<file path="src/hw/rtl/iut_pkg.sv">
// Shared types and constants of the interval union table.
package iut_pkg;

    localparam int DEPTH = 64;
    localparam int TB    = 32;
    localparam int IW    = $clog2(DEPTH);
    localparam int CW    = $clog2(DEPTH + 1);

    localparam int IN_W  = 72;
    localparam int OUT_W = 80;

    typedef enum logic [1:0] {
        FN_ADD   = 2'd0,
        FN_OVL   = 2'd1,
        FN_POINT = 2'd2,
        FN_READ  = 2'd3
    } t_func;

    typedef enum logic [1:0] {
        ST_OK    = 2'd0,
        ST_INV   = 2'd1,
        ST_FULL  = 2'd2,
        ST_RANGE = 2'd3
    } t_status;

    typedef enum logic [2:0] {
        C_HOLD = 3'd0,
        C_CMP  = 3'd1,
        C_MRG  = 3'd2,
        C_INS  = 3'd3,
        C_DEL  = 3'd4
    } t_cop;

    typedef struct packed {
        logic                 v;
        logic                 d;
        logic                 g;
        logic signed [TB-1:0] lo;
        logic signed [TB-1:0] hi;
    } t_ent;

    typedef struct packed {
        t_cop                 op;
        t_func                func;
        logic signed [TB-1:0] lo;
        logic signed [TB-1:0] hi;
        logic signed [TB-1:0] nlo;
        logic signed [TB-1:0] nhi;
    } t_bcast;

endpackage

</file>
<file path="src/hw/rtl/iut_cell.sv">
// One table slot: holds an interval, compares it to the broadcast, shifts with neighbors.
module iut_cell import iut_pkg::*; (
    input  logic   i_clk,
    input  logic   i_rst_n,
    input  t_bcast i_bc,
    input  t_ent   i_left,
    input  t_ent   i_right,
    output t_ent   o_ent
);

    t_ent r_e;
    t_ent n_e;
    logic m_add;
    logic m_ovl;
    logic m_pt;

    assign o_ent = r_e;

    always_comb begin
        m_add = (r_e.lo <= i_bc.hi) && (r_e.hi >= i_bc.lo);
        m_ovl = ((i_bc.lo >= r_e.lo) && (i_bc.lo < r_e.hi)) ||
                ((i_bc.hi > r_e.lo) && (i_bc.hi <= r_e.hi)) ||
                ((r_e.lo >= i_bc.lo) && (r_e.lo < i_bc.hi)) ||
                ((r_e.hi > i_bc.lo) && (r_e.hi <= i_bc.hi));
        m_pt  = (i_bc.lo >= r_e.lo) && (i_bc.lo < r_e.hi);
        n_e   = r_e;
        case (i_bc.op)
            C_CMP: begin
                // g marks slots at or after the insert / merge point
                n_e.g = !r_e.v || m_add || (r_e.lo > i_bc.hi);
                case (i_bc.func)
                    FN_ADD:   n_e.d = r_e.v && m_add;
                    FN_OVL:   n_e.d = r_e.v && m_ovl;
                    FN_POINT: n_e.d = r_e.v && m_pt;
                    default:  n_e.d = 1'b0;
                endcase
            end
            C_MRG: begin
                if (r_e.d && !i_left.d) begin
                    n_e.lo = i_bc.nlo;
                    n_e.hi = i_bc.nhi;
                    n_e.d  = 1'b0;
                    n_e.g  = 1'b0;
                end
            end
            C_INS: begin
                if (r_e.g) begin
                    if (i_left.g) begin
                        n_e.v  = i_left.v;
                        n_e.lo = i_left.lo;
                        n_e.hi = i_left.hi;
                    end else begin
                        n_e.v  = 1'b1;
                        n_e.lo = i_bc.lo;
                        n_e.hi = i_bc.hi;
                    end
                end
            end
            C_DEL: begin
                if (r_e.g) begin
                    n_e = i_right;
                end
            end
            default: n_e = r_e;
        endcase
    end

    always_ff @(posedge i_clk) begin
        if (!i_rst_n) begin
            r_e.v <= 1'b0;
            r_e.d <= 1'b0;
            r_e.g <= 1'b0;
        end else begin
            r_e.v <= n_e.v;
            r_e.d <= n_e.d;
            r_e.g <= n_e.g;
        end
        r_e.lo <= n_e.lo;
        r_e.hi <= n_e.hi;
    end

endmodule

</file>
<file path="config.mk">
export PLATFORM = sky130hd
export DESIGN_NAME = iut_cell
export DESIGN_NICKNAME = d
export VERILOG_FILES = /design/src/hw/rtl/iut_pkg.sv /design/src/hw/rtl/iut_cell.sv
export SDC_FILE = /design/constraint.sdc
export NUM_CORES = 1
export LEC_CHECK = 0
export ABC_AREA = 1
export BUFFER_PORTS_ARGS = -buffer_cell sky130_fd_sc_hd__buf_2
export CAP_MARGIN = 5
export CORE_ASPECT_RATIO = 0.7
export CORE_MARGIN = 2
export CORE_UTILIZATION = 49
export CTS_CLUSTER_DIAMETER = 50
export CTS_CLUSTER_SIZE = 24
export DETAILED_ROUTE_END_ITERATION = 10
export PLACE_DENSITY_LB_ADDON = 0.15
export SYNTH_ARGS = -nofsm -noshare
export SYNTH_HDL_FRONTEND = slang
export SYNTH_SLANG_ARGS = --single-unit
</file>
<file path="constraint.sdc">
create_clock -name i_clk -period 3.1 [get_ports i_clk]
set_input_delay 0.62 -clock i_clk [delete_from_list [all_inputs] [get_ports i_clk]]
set_output_delay 0.62 -clock i_clk [all_outputs]
set_load 0.1 [all_outputs]
</file>
* After elaboration in Yosys (flattened, before gate mapping)
Index checks and enable logic that the tools add are counted.
** Storage, ports and cells
- Bits in latches :: 0
- Word-level logic and storage cells :: 59
- Output and inout bits :: 67
- Memories :: 0
- ROM bits :: 0
- RAM bits :: 0
- Register bits after elaboration :: 67
- Bits of input ports :: 269
** Cells by class
- Divide/modulo/power cells :: 0
- $add $sub $neg :: 0
- Multipliers :: 0
- Magnitude comparators :: 11
- Equal/unequal tests :: 9
- Reductions and logical operators :: 24
- Shift-type cells :: 0
- Multiplexer cells :: 10
- Bitwise operators :: 0
** Operator list (count)
- $pmux 64 s3 :: 1
- $mux 64 :: 2
- $ge 32x32->1 :: 3
- $gt 32x32->1 :: 3
- $le 32x32->1 :: 3
- $mux 67 :: 1
- $mux 66 :: 1
- $lt 32x32->1 :: 2
- $logic_and 1x1->1 :: 9
- $eq 3x2->1 const B :: 2
- $ne 2x2->1 const B :: 3
- $pmux 2 s3 :: 1
- $reduce_and 3->1 :: 2
- $reduce_bool 3->1 :: 2
- $logic_or 1x1->1 :: 5
- $reduce_and 4->1 :: 1
- $eq 3x1->1 const B :: 1
- $eq 3x3->1 const B :: 1
- $pmux 1 s3 :: 1
- $eq 2x1->1 const B :: 1
- $eq 2x2->1 const B :: 1
- $logic_not 1->1 :: 2
- $logic_not 2->1 :: 1
- $mux 1 :: 2
- 3 further kinds :: 3

* Longest topological paths before layout
Gate-level depths: netlist of the first run.
- Depth in word-level cells :: 8
- Mapped depth :: 22
- Depth with buffers taken out :: 22

* Least setup slack after synthesis of the first run
OpenSTA, ideal clock, no wires.
- Kind :: register to register
- Start :: reg r_e, in the netlist o_ent[65]
- End :: reg r_e, in the netlist o_ent[0], enable pin
- Arrival :: 2.745 ns
- Library setup time :: 0.424 ns
- Slack :: -0.068 ns
- Required time :: 2.676 ns
- Path buffers :: 0
- Cell stages (with the launch flop) :: 5
- Period minus slack after synthesis :: 3.168 ns
- Path through :: dfxtp_1 > inv_1 > nor3_1 > inv_1 > nand2_1
** On the way
- Longest elaborated chain between the ends :: 3
** RTL lines
- start: declaration :: line iut_cell.sv:11 : t_ent r_e;
- $logic_and 1x1->1 :: line iut_cell.sv:39 : if (r_e.d && !i_left.d) begin
- $ne 2x2->1 (no line)
- $reduce_and 4->1 (no line)
Every way passes these cells.
A chain may end at the register's enable or synchronous reset.

* Worst setup path after layout of the first run
- Start :: reg r_e, in the netlist o_ent[15]
- End :: reg r_e, in the netlist o_ent[65]
** On the way
- Longest elaborated chain between the ends :: 8
- Elaborated cells on any way between the ends :: 17
- Those cells by class :: order compare: 5; mux: 2; reduce/logical: 10
** RTL lines
- $lt 32x32->1 / $le 32x32->1 (equally long branches) :: line iut_cell.sv:21, iut_cell.sv:25, iut_cell.sv:22
- $logic_and 1x1->1, on equally long branches :: line iut_cell.sv:21, iut_cell.sv:25, iut_cell.sv:22
- $logic_or 1x1->1 :: line iut_cell.sv:21 : m_ovl = ((i_bc.lo >= r_e.lo) && (i_bc.lo < r_e.hi)) ||
- $logic_or 1x1->1 :: line iut_cell.sv:22 : ((i_bc.hi > r_e.lo) && (i_bc.hi <= r_e.hi)) ||
- $logic_or 1x1->1 :: line iut_cell.sv:23 : ((r_e.lo >= i_bc.lo) && (r_e.lo < i_bc.hi)) ||
- $logic_and 1x1->1 :: line iut_cell.sv:33 : FN_OVL: n_e.d = r_e.v && m_ovl;
- $pmux 1 s3 (*) :: line iut_cell.sv:31 : case (i_bc.func)
- $pmux 2 s3 (*) :: line iut_cell.sv:27 : case (i_bc.op)
Every way passes the cells marked *; elsewhere a longest branch is shown, timed or not.

==> results summary, run 1 <==
The run finished with clean final reports. The leftover overflow at the end of global routing came out at 0. The setup violation total in the final timing report is 0. The leakage power of the design is between 5 and 6 nW. The congestion estimate from routability-driven global placement came to between 0.9 and 1.

The signal on the critical path passes through inv_1 > ha_1 > nand2_1 > inv_1 > nand3_1 > nor3_1 > nand2_1 > nand2_1 > nand2_1 > nand2_1 > nand2_1 > nand2_1 > inv_1 > nand2_1 > nand2_1 > nand2_1 > nand2_1 > nand2_1 > a21oi_2. The initial antenna violation count came to 0. The depth of the critical timing path with buffers and inverters included came out at 19. The required time of the critical path came out at 3.32 ns. The share of the cycle needed by the critical path after routing came out at between 70% and 80%. The number of max-cap violations is 0. The number of nets with antenna violations after detailed routing is 0. At the pin with the least slew margin, the transition time is 0.784 ns. For the worst setup path, the data arrival time is ~2.5 ns. At the placement stage, the worst setup path has a slack of ~0.48 ns. By area the synthesized netlist is led by sky130_fd_sc_hd__edfxtp_1 (25%), sky130_fd_sc_hd__ha_1 (22%), sky130_fd_sc_hd__o211ai_1 (13%), sky130_fd_sc_hd__nand2_1 (12%), sky130_fd_sc_hd__inv_1 (10%). The critical path in this run is classified as flop to flop. The final-report max-slew violation count came out at 0. The final routed wire length divided by cell count is 16.4 um. The final HPWL from detailed placement came out at slightly above 20 mm. The total of flip-flops plus latches after synthesis came out at 67. Once the clock tree was built, the resizer swapped 0 gates to a different size. Synthesis instantiated 35 different standard cells from the library.

Counting instances, the worst hold path has a depth of 2. The synthesized design spends more area on one cell type than any other, namely sky130_fd_sc_hd__edfxtp_1. Wires add up to approximately 25 mm.

STA classifies the critical path startpoint as a flop. The maximum root-to-sink buffer count is 2. For this design, the CTS-stage hold fixing added 0 buffers. The first global-routing pass estimated 39.9 mm of wire. Setup repair after global routing left no endpoint under its margin. In the final design database the tool counted around 1700 nets. The clock tree synthesis step divided the H-tree into 3 levels.

The worst reg2reg path depth is 19. The remaining design rule violation count is 0. The die extent in y came out at 108 um.

The cell with the most instances on the worst path is sky130_fd_sc_hd__nand2_1. The standard cell area after detailed placement is roughly 9400 um^2. The buffers plus inverters on the worst setup path came out at 3. 0 antenna diodes ended up in the layout.

The placeable core region came out at 14900 um^2. The total die area is 16400 um^2. The total of fill cells in the finished design came out at about 1400. The largest incremental delay on the critical path is around 0.40 ns. STA classifies the critical path endpoint as a flop. The number of design-rule violations left by the first detailed-router iteration is approximately 530. The peak clock frequency supported by timing is approximately 430 MHz.

On the critical path the largest part of the delay comes from simple AND/OR/NAND/NOR gates. The register area share after synthesis came out at between 20% and 30%. The share of cells above drive strength 1 came out at 31.2%. On the final layout, the worst hold slack is approximately 0.54 ns. Counting tap cells, the placed design contains a total of between 1500 and 2000 instances. After routing, the total negative slack on setup checks comes to 0 ns. Across the VDD grid, the largest voltage drop is approximately 220 uV. The initial utilization of the core area, before any placement, comes to between 50% and 60%.

The post-synthesis to final-layout area growth is 28.9%. The flip-flop count of the largest register, all copies and words added came out at 67. The largest net degree at the start of global routing came out at 70. The clock-pin slew on the worst setup and hold paths is approximately 0.060 ns. Input and output buffers added on the ports amount to ~340. The via count of the first global-routing pass was 7828. The post-layout utilization of the core is ~65%.

After synthesis, the mean cell area works out to around 7.5 um^2. The overall die width is around 150 um. The number of hold violations in the final report is 0.

The synthesized instance count is just over 1000. The first-pass detailed-route iteration total came out at 5. The latest clock arrival within the worst-skew pair came out at approximately 0.34 ns.

The multi-input combinational cell area came out at roughly 4700 um^2. The number of standard cells in the layout, taps in and fillers out came out at between 1500 and 2000. The cell at the root of the clock tree is sky130_fd_sc_hd__clkbuf_16. For this design the top-level I/O count stands at between 300 and 400.

The number of placement rows came out at 37. The sink count of the clock tree is 67. The worst relative slew slack came out at 47.7%. The area share of the largest cell type after synthesis is between 20% and 30%. Setup slack closes at between 0.7 and 0.8 ns.

The mapped netlist covers 7550 um^2. The worst-path cell with the longest stage delay is sky130_fd_sc_hd__edfxtp_1. The type of the most critical hold path is flop to flop. The ratio of routed vias to standard cells came out at around 5.3. Across all layers, the routed design uses 8131 vias. The global-route usage over all layers is 30.4%. The largest clock skew in the final design is between 0.008 and 0.009 ns.

The power per cell area came out at approximately 300 nW/um^2. The synthesized net count came out at ~1400. In this run the worst path has a maximum fanout of 4. The worst path needs 2.30 ns of the cycle, external delays included.

The final instance area came out at around 10000 um^2. The number of warning messages in the yosys log came out at 0. Overall power consumption after layout is estimated at between 2 and 3 mW.

The buffers inserted during post-CTS setup optimization came out at 0. The CTS buffer count came out at 9. Registers take about 2000 um^2. TritonCTS built the clock tree.
## synth_stat cells (all sizes together)
| cell type | instances |
|---|---|
| a21o | 1 |
| o211ai | 131 |
| dfxtp | 3 |
| a211oi | 1 |
| nor4 | 1 |
| a21oi | 67 |
| ha | 131 |
| clkinv | 2 |
| or2 | 33 |
| o21ai | 18 |
| o31ai | 1 |
| edfxtp | 64 |
| o21a | 3 |
| nand3 | 15 |
| nor2 | 37 |
| a31oi | 1 |
| nand2 | 239 |
| nor3b | 2 |
| nand4 | 13 |
| inv | 202 |
| and3 | 1 |
| clkbuf | 18 |
| buf | 17 |
| nor3 | 11 |
## report_power, final
part / internal (mW) / switching [mW] / total, mW
clock network: 0.620 / 0.414 / 1.03
logic: 0.329 / 0.510 / 0.839
registers: 1.02 / 0.0168 / 1.04
## path summary, 6_finish.rpt
check,from,end,slack [ns]
min reg2reg,o_ent[64],o_ent[64],0.54
max,o_ent[15],o_ent[65],0.80
max reg2reg,o_ent[15],o_ent[65],0.80
min,o_ent[64],o_ent[64],0.54
## layout make-up
| type | count | area share (%) |
|---|---|---|
| clock buffer | 9 | 2.32 |
| tap | 195 | 2.51 |
| timing repair buffer | 344 | 18.2 |
| clock inverter | 7 | 0.707 |
| multi-input combinational | 706 | 48.0 |
| inverter | 204 | 7.89 |
| sequential | 67 | 20.4 |
## worst min-delay path: stages, from the launching register on
cell and delay (ns):
sky130_fd_sc_hd__dfxtp_1 0.35, sky130_fd_sc_hd__nand2_1 0.08, sky130_fd_sc_hd__a31oi_1 0.07
## kinds of logic after synthesis
kind of cell               synth area share (%)
AOI/OAI and AO/OA                          19.5
adders and majority gates                  21.7
buffers and inverters                      12.0
DFF                                        26.3
and+or+nand+nor                            20.5
## routing by layer
| layer | vias to the layer above | GRT usage, % | wire (um) |
|---|---|---|---|
| met2 | 361 | 48.5 | 11100 |
| met5 | - | 0 | 0 |
| met4 | 0 | 6.34 | 318 |
| met3 | 23 | 5.48 | 2150 |
| met1 | 3684 | 43.2 | 11500 |
| li1 | 4063 | - | - |
## placed cells by master (no fill, tap or decap), types with 2 or more instances in the layout
cell | Yosys | routed
sky130_fd_sc_hd__buf_12 | 0 | 2
sky130_fd_sc_hd__a21oi_1 | 65 | 65
sky130_fd_sc_hd__inv_1 | 201 | 201
sky130_fd_sc_hd__ha_1 | 131 | 131
sky130_fd_sc_hd__nor2_1 | 34 | 34
sky130_fd_sc_hd__o21a_1 | 3 | 3
sky130_fd_sc_hd__inv_2 | 1 | 2
sky130_fd_sc_hd__o211ai_1 | 131 | 131
sky130_fd_sc_hd__nand2_1 | 233 | 232
sky130_fd_sc_hd__clkinv_2 | 1 | 4
sky130_fd_sc_hd__nor3b_2 | 2 | 2
sky130_fd_sc_hd__nor3_1 | 9 | 8
sky130_fd_sc_hd__a21oi_2 | 2 | 2
sky130_fd_sc_hd__nor3_2 | 2 | 3
sky130_fd_sc_hd__or2_2 | 33 | 33
sky130_fd_sc_hd__nand4_1 | 12 | 12
sky130_fd_sc_hd__buf_4 | 0 | 7
sky130_fd_sc_hd__buf_2 | 7 | 335
sky130_fd_sc_hd__o21ai_1 | 3 | 3
sky130_fd_sc_hd__dfxtp_1 | 3 | 3
sky130_fd_sc_hd__clkbuf_16 | 0 | 9
sky130_fd_sc_hd__o21ai_0 | 15 | 15
sky130_fd_sc_hd__clkinvlp_4 | 0 | 2
sky130_fd_sc_hd__nor2_2 | 2 | 2
sky130_fd_sc_hd__nand3_1 | 14 | 14
sky130_fd_sc_hd__nand2_2 | 6 | 6
sky130_fd_sc_hd__edfxtp_1 | 64 | 64
(Power assumes the default switching activity.)
==> inputs of run 2 (changes only) <==
--- a/config.mk
+++ b/config.mk
@@ -5,12 +5,12 @@
 export SDC_FILE = /design/constraint.sdc
 export NUM_CORES = 1
 export LEC_CHECK = 0
-export ABC_AREA = 1
+export ABC_AREA = 0
 export BUFFER_PORTS_ARGS = -buffer_cell sky130_fd_sc_hd__buf_2
 export CAP_MARGIN = 5
 export CORE_ASPECT_RATIO = 0.7
 export CORE_MARGIN = 2
-export CORE_UTILIZATION = 49
+export CORE_UTILIZATION = 48
 export CTS_CLUSTER_DIAMETER = 50
 export CTS_CLUSTER_SIZE = 24
 export DETAILED_ROUTE_END_ITERATION = 10
==> constraint.sdc (replaced) <==
create_clock -name i_clk -period 2.2 [get_ports i_clk]
set_input_delay 0.44 -clock i_clk [delete_from_list [all_inputs] [get_ports i_clk]]
set_output_delay 0.44 -clock i_clk [all_outputs]
set_load 0.1 [all_outputs]
==> run 2 against run 1 <==
  * Combinational power is 43% higher
  * Sequential power is 39% higher
  * Power is 37% higher
  * Critical endpoint unchanged
  * First-iteration DRC count is 6.8% higher
  * Largest cell class unchanged
  * Synthesized cell count is 25% lower
  * Clock power is 30% higher
  * Via count is 5.0% lower
  * The flow now finishes with violations (negative setup slack)
==> results summary, run 2 <==
Setup repair after global routing could not meet its margin everywhere. The cell count after placement is 1364 (-10%). The library cells used most frequently in the layout, excluding fill and tap cells, are sky130_fd_sc_hd__buf_2 (334), sky130_fd_sc_hd__ha_1 (126), sky130_fd_sc_hd__buf_4 (111). The total of buffers placed on input and output ports came to 335 (unchanged). The first-pass detailed-route iteration total came to 7 (+2). Compared with the post-synthesis result, the final layout area differs by 46.6%. STA classifies the critical path endpoint as a flop. The routed wire length on met2 is 11.1 mm (about the same). The met1 wire length came out at 11.8 mm (+2.3%). The number of standard cells in the layout, taps in and fillers out is 1390 (-9.3%). The number of synthesized flops with an enable pin came out at 64 (unchanged). The maximum vdd drop came out at 362 uV (+64%). The final instance area came to 10200 um^2 (+4.5%). The hold slack came out at 0.377 ns (-0.166 ns).

The total die area came to 15400 um^2 (-6.0%). The share of cells above drive strength 1 came out at 41.2% (+10 points). The H-tree depth came out at 3 (unchanged). The maximum root-to-sink buffer count came out at 2 (unchanged). The wire length on met3 is 2.23 mm (+4.0%).

The leftover overflow at the end of global routing is 0 (unchanged). The global-route usage over all layers is 32.4% (+2.0 points). The weighted congestion reported at the end of routability-driven placement is 0.959 (+3.9%). After synthesis, the most frequently instantiated cells are sky130_fd_sc_hd__ha_1 (131), sky130_fd_sc_hd__inv_1 (105), sky130_fd_sc_hd__o21ai_0 (80), sky130_fd_sc_hd__a22oi_1 (65). The largest fanout of any net on the critical path came out at 4 (unchanged). The worst relative slew slack came out at 65.2% (+17 points). The transition time of the tightest slew-check pin is 0.526 ns (-0.258 ns). The die extent in y is 105 um (-3.0%). The number of distinct library cells after synthesis came out at 50 (+43%). The power per cell area is 393 nW/um^2 (+31%). The number of max-cap violations came to 0 (unchanged).

The final wirelength came out at 25.4 mm (+1.3%). The library cell with the highest instance count after synthesis is sky130_fd_sc_hd__ha_1. The placeable core region is 14000 um^2 (-5.7%).

The number of design-rule violations left by the first detailed-router iteration came out at 564 (+6.8%). The area share of the largest cell type after synthesis came to 27.7% (+2.3 points). The number of hold violations in the final report is 0 (unchanged). STA classifies the critical path startpoint as a flop. The final routed wire length divided by cell count is 18.3 um (+12%).

The leakage power of the design is 5.27 nW (+2.8%). The ratio of routed vias to standard cells is 5.56 (+4.7%). The async set-or-reset flop fraction in the synthesized netlist is 0% (unchanged). The average cell area after synthesis came out at 9.16 um^2 (+23%). The required time of the critical path came out at 2.47 ns (-0.85 ns). The final-report max-slew violation count came out at 0 (unchanged). The setup violation total in the final timing report is 2 (+2). The remaining design rule violation count came out at 0 (unchanged). The internal power component is 2.78 mW (+41%). The share of the cycle needed by the critical path after routing came out at 117% (+43 points). The time the final worst path needs with I/O delays and setup is 2.58 ns (+0.283 ns).

The uppermost layer routed is met4. The final HPWL from detailed placement is 21.2 mm (+4.2%). The synthesized instance count came out at 757 (-25%).

The via count of the first global-routing pass came out at 7508 (-4.1%). The final worst setup slack came out at -0.384 ns (-1.18 ns). The largest clock skew in the final design was 0.00557 ns (-0.00279 ns). The clock-pin slew on the worst setup and hold paths came out at 0.05 ns (about the same). Clock tree synthesis selected as its root buffer the cell sky130_fd_sc_hd__clkbuf_16. The switching portion of total power came out at 30.4% (-1.9 points).

The latest clock arrival within the worst-skew pair is 0.33 ns (about the same). The vias after detailed routing came out at 7727 (-5.0%). The CTS buffer count is 9 (unchanged). Leaving out fill and tap cells, the most frequent cell in the layout is sky130_fd_sc_hd__buf_2.

The initial antenna violation count is 0 (unchanged). The number of warning messages in the yosys log came out at 0 (unchanged). The min-delay analysis places its worst path in the category input port to flop. TritonCTS built the clock tree. Sorting the synthesized cells by area gives the leading types as sky130_fd_sc_hd__edfxtp_1 (28%), sky130_fd_sc_hd__ha_1 (24%), sky130_fd_sc_hd__mux2i_1 (9.2%), sky130_fd_sc_hd__a22oi_1 (7.0%), sky130_fd_sc_hd__o21ai_0 (5.8%). The checks that failed: negative setup slack. The fraction of power consumed by combinational cells was 30.2% (+1.4 points).

The total of flip-flops plus latches after synthesis came out at 67 (unchanged). The largest net degree at the start of global routing is 40 (-43%). The cell area after synthesis came to 6930 um^2 (-8.1%). The standard cell area after detailed placement is 9740 um^2 (+3.3%). The global-route wire length before repair is 39.4 mm (-1.1%). Summed over all instances, the cell type with the most area after synthesis is sky130_fd_sc_hd__edfxtp_1. The boundary pin count is 336 (unchanged). The total of fill cells in the finished design came out at 1095 (-19%). The sink count of the clock tree came out at 67 (unchanged). The overall die width came out at 148 um (-3.1%). The switching power came out at 1.21 mW (+29%). The clock network fraction of total power is 33.6% (-1.9 points). The critical path in this run is classified as flop to flop.

The net count reported at finish came out at 1593 (-8.0%). The number of nets with antenna violations after detailed routing was 0 (unchanged). The initial standard-cell utilization of the core is 49.5% (-1.3 points). The peak clock frequency supported by timing was 387 MHz (-11%). The synthesized net count is 1157 (-18%). The proportion of power drawn by flip-flops and latches is 36.2% (+0.5 points). The run finished, with violations left.

The flip-flop count of the largest register, all copies and words added is 67 (unchanged). The arrival time of the worst setup path came out at 2.85 ns (+0.32 ns). For this run, the leading register cell type out of synthesis is sky130_fd_sc_hd__edfxtp_1. The register area share after synthesis came out at 28.6% (+2.3 points). The number of placement rows is 36 (-2.7%).
run 2: changes by cell type after synthesis, moves of 17 or more:
cell,delta
sky130_fd_sc_hd__a21oi_1,-21
sky130_fd_sc_hd__a22oi_1,+65
sky130_fd_sc_hd__inv_1,-96
sky130_fd_sc_hd__mux2i_1,+64
sky130_fd_sc_hd__nand2_1,-202
sky130_fd_sc_hd__nor2_1,-17
sky130_fd_sc_hd__o211ai_1,-126
sky130_fd_sc_hd__o21ai_0,+65
sky130_fd_sc_hd__or2_2,-33
run 2: worst paths after layout:
| kind | slack, ns | endpoint | from | depth (start not counted) |
|---|---|---|---|---|
| max | -0.38 | o_ent[65] | o_ent[15] | 11 |
| min reg2reg | 0.58 | o_ent[66] | o_ent[64] | 2 |
| max reg2reg | -0.38 | o_ent[65] | o_ent[15] | 11 |
| min | 0.38 | o_ent[64] | i_rst_n | 2 |
run 2: area by class of cell:
type	count	area (um^2)	area share, %
Antenna cell	2	5.00	0.0492
Clock buffer	13	250	2.46
Clock inverter	3	15.0	0.148
Inverter	105	397	3.90
Multi-Input combinational cell	557	4620	45.5
Sequential cell	67	1980	19.5
Tap cell	190	238	2.34
Timing Repair Buffer	453	2660	26.1
run 2: repair_timing:
action / 4_1_cts / 5_1_grt
gates cloned: 0 / 0
endpoints found under the setup margin: 2 / 2
hold buffers: 0 / 0
gates resized for setup: 10 / 10
buffers inserted: 5 / 5
pin swaps: 7 / 8
run 2: power by group through the flow:
stage | Clock (mW) | Combinational, mW | Sequential (mW)
detailed placement | 0 | 1.17 | 1.47
floorplan | 0 | 0.497 | 1.58
global placement | 0 | 1.14 | 1.47
CTS | 1.35 | 1.18 | 1.45
finish | 1.34 | 1.20 | 1.45
global route | 1.41 | 1.33 | 1.45
run 2: cell families (layout without fill, tap and decap cells):
| family | Yosys count | count (layout) | share of synthesized area (%) |
|---|---|---|---|
| AOI/OAI and AO/OA | 240 | 240 | 21.9 |
| other | 0 | 2 | 0 |
| muxes | 65 | 65 | 9.44 |
| adders and majority gates | 131 | 131 | 23.6 |
| and+or+nand+nor | 121 | 121 | 9.28 |
| buffers and inverters | 133 | 574 | 7.20 |
| DFF | 67 | 67 | 28.6 |
run 2: worst max-delay path: stages (launching register included):
cell	delay [ns]
sky130_fd_sc_hd__edfxtp_1	0.39
sky130_fd_sc_hd__buf_6	0.12
sky130_fd_sc_hd__inv_4	0.03
sky130_fd_sc_hd__ha_4	0.24
sky130_fd_sc_hd__and4_4	0.26
sky130_fd_sc_hd__nand4_1	0.14
sky130_fd_sc_hd__a21o_1	0.20
sky130_fd_sc_hd__a32oi_2	0.23
sky130_fd_sc_hd__mux2i_2	0.34
sky130_fd_sc_hd__o211ai_1	0.14
sky130_fd_sc_hd__a311o_1	0.34
sky130_fd_sc_hd__nand3_1	0.08
run 2: metrics by stage:
| step | setup WS [ns] | TNS, ns | total power [mW] | utilization, % |
|---|---|---|---|---|
| after floorplan | -0.721 | -44.12 | 2.07 | - |
| after detailed placement | -0.545 | -1.02 | 2.64 | 69.6 |
| final | -0.384 | -0.589 | 3.99 | 72.6 |
| after CTS | -0.363 | -0.523 | 3.98 | 72.1 |
| after global placement | -0.480 | -0.877 | 2.61 | 69.6 |
| after global routing | -0.504 | -0.851 | 4.18 | 72.5 |
run 2: routing by layer:
metal | track usage (%) | vias to the layer above
li1 | - | 3742
met1 | 47.1 | 3605
met2 | 50.0 | 359
met3 | 6.68 | 21
met4 | 5.77 | 0
met5 | 0 | -
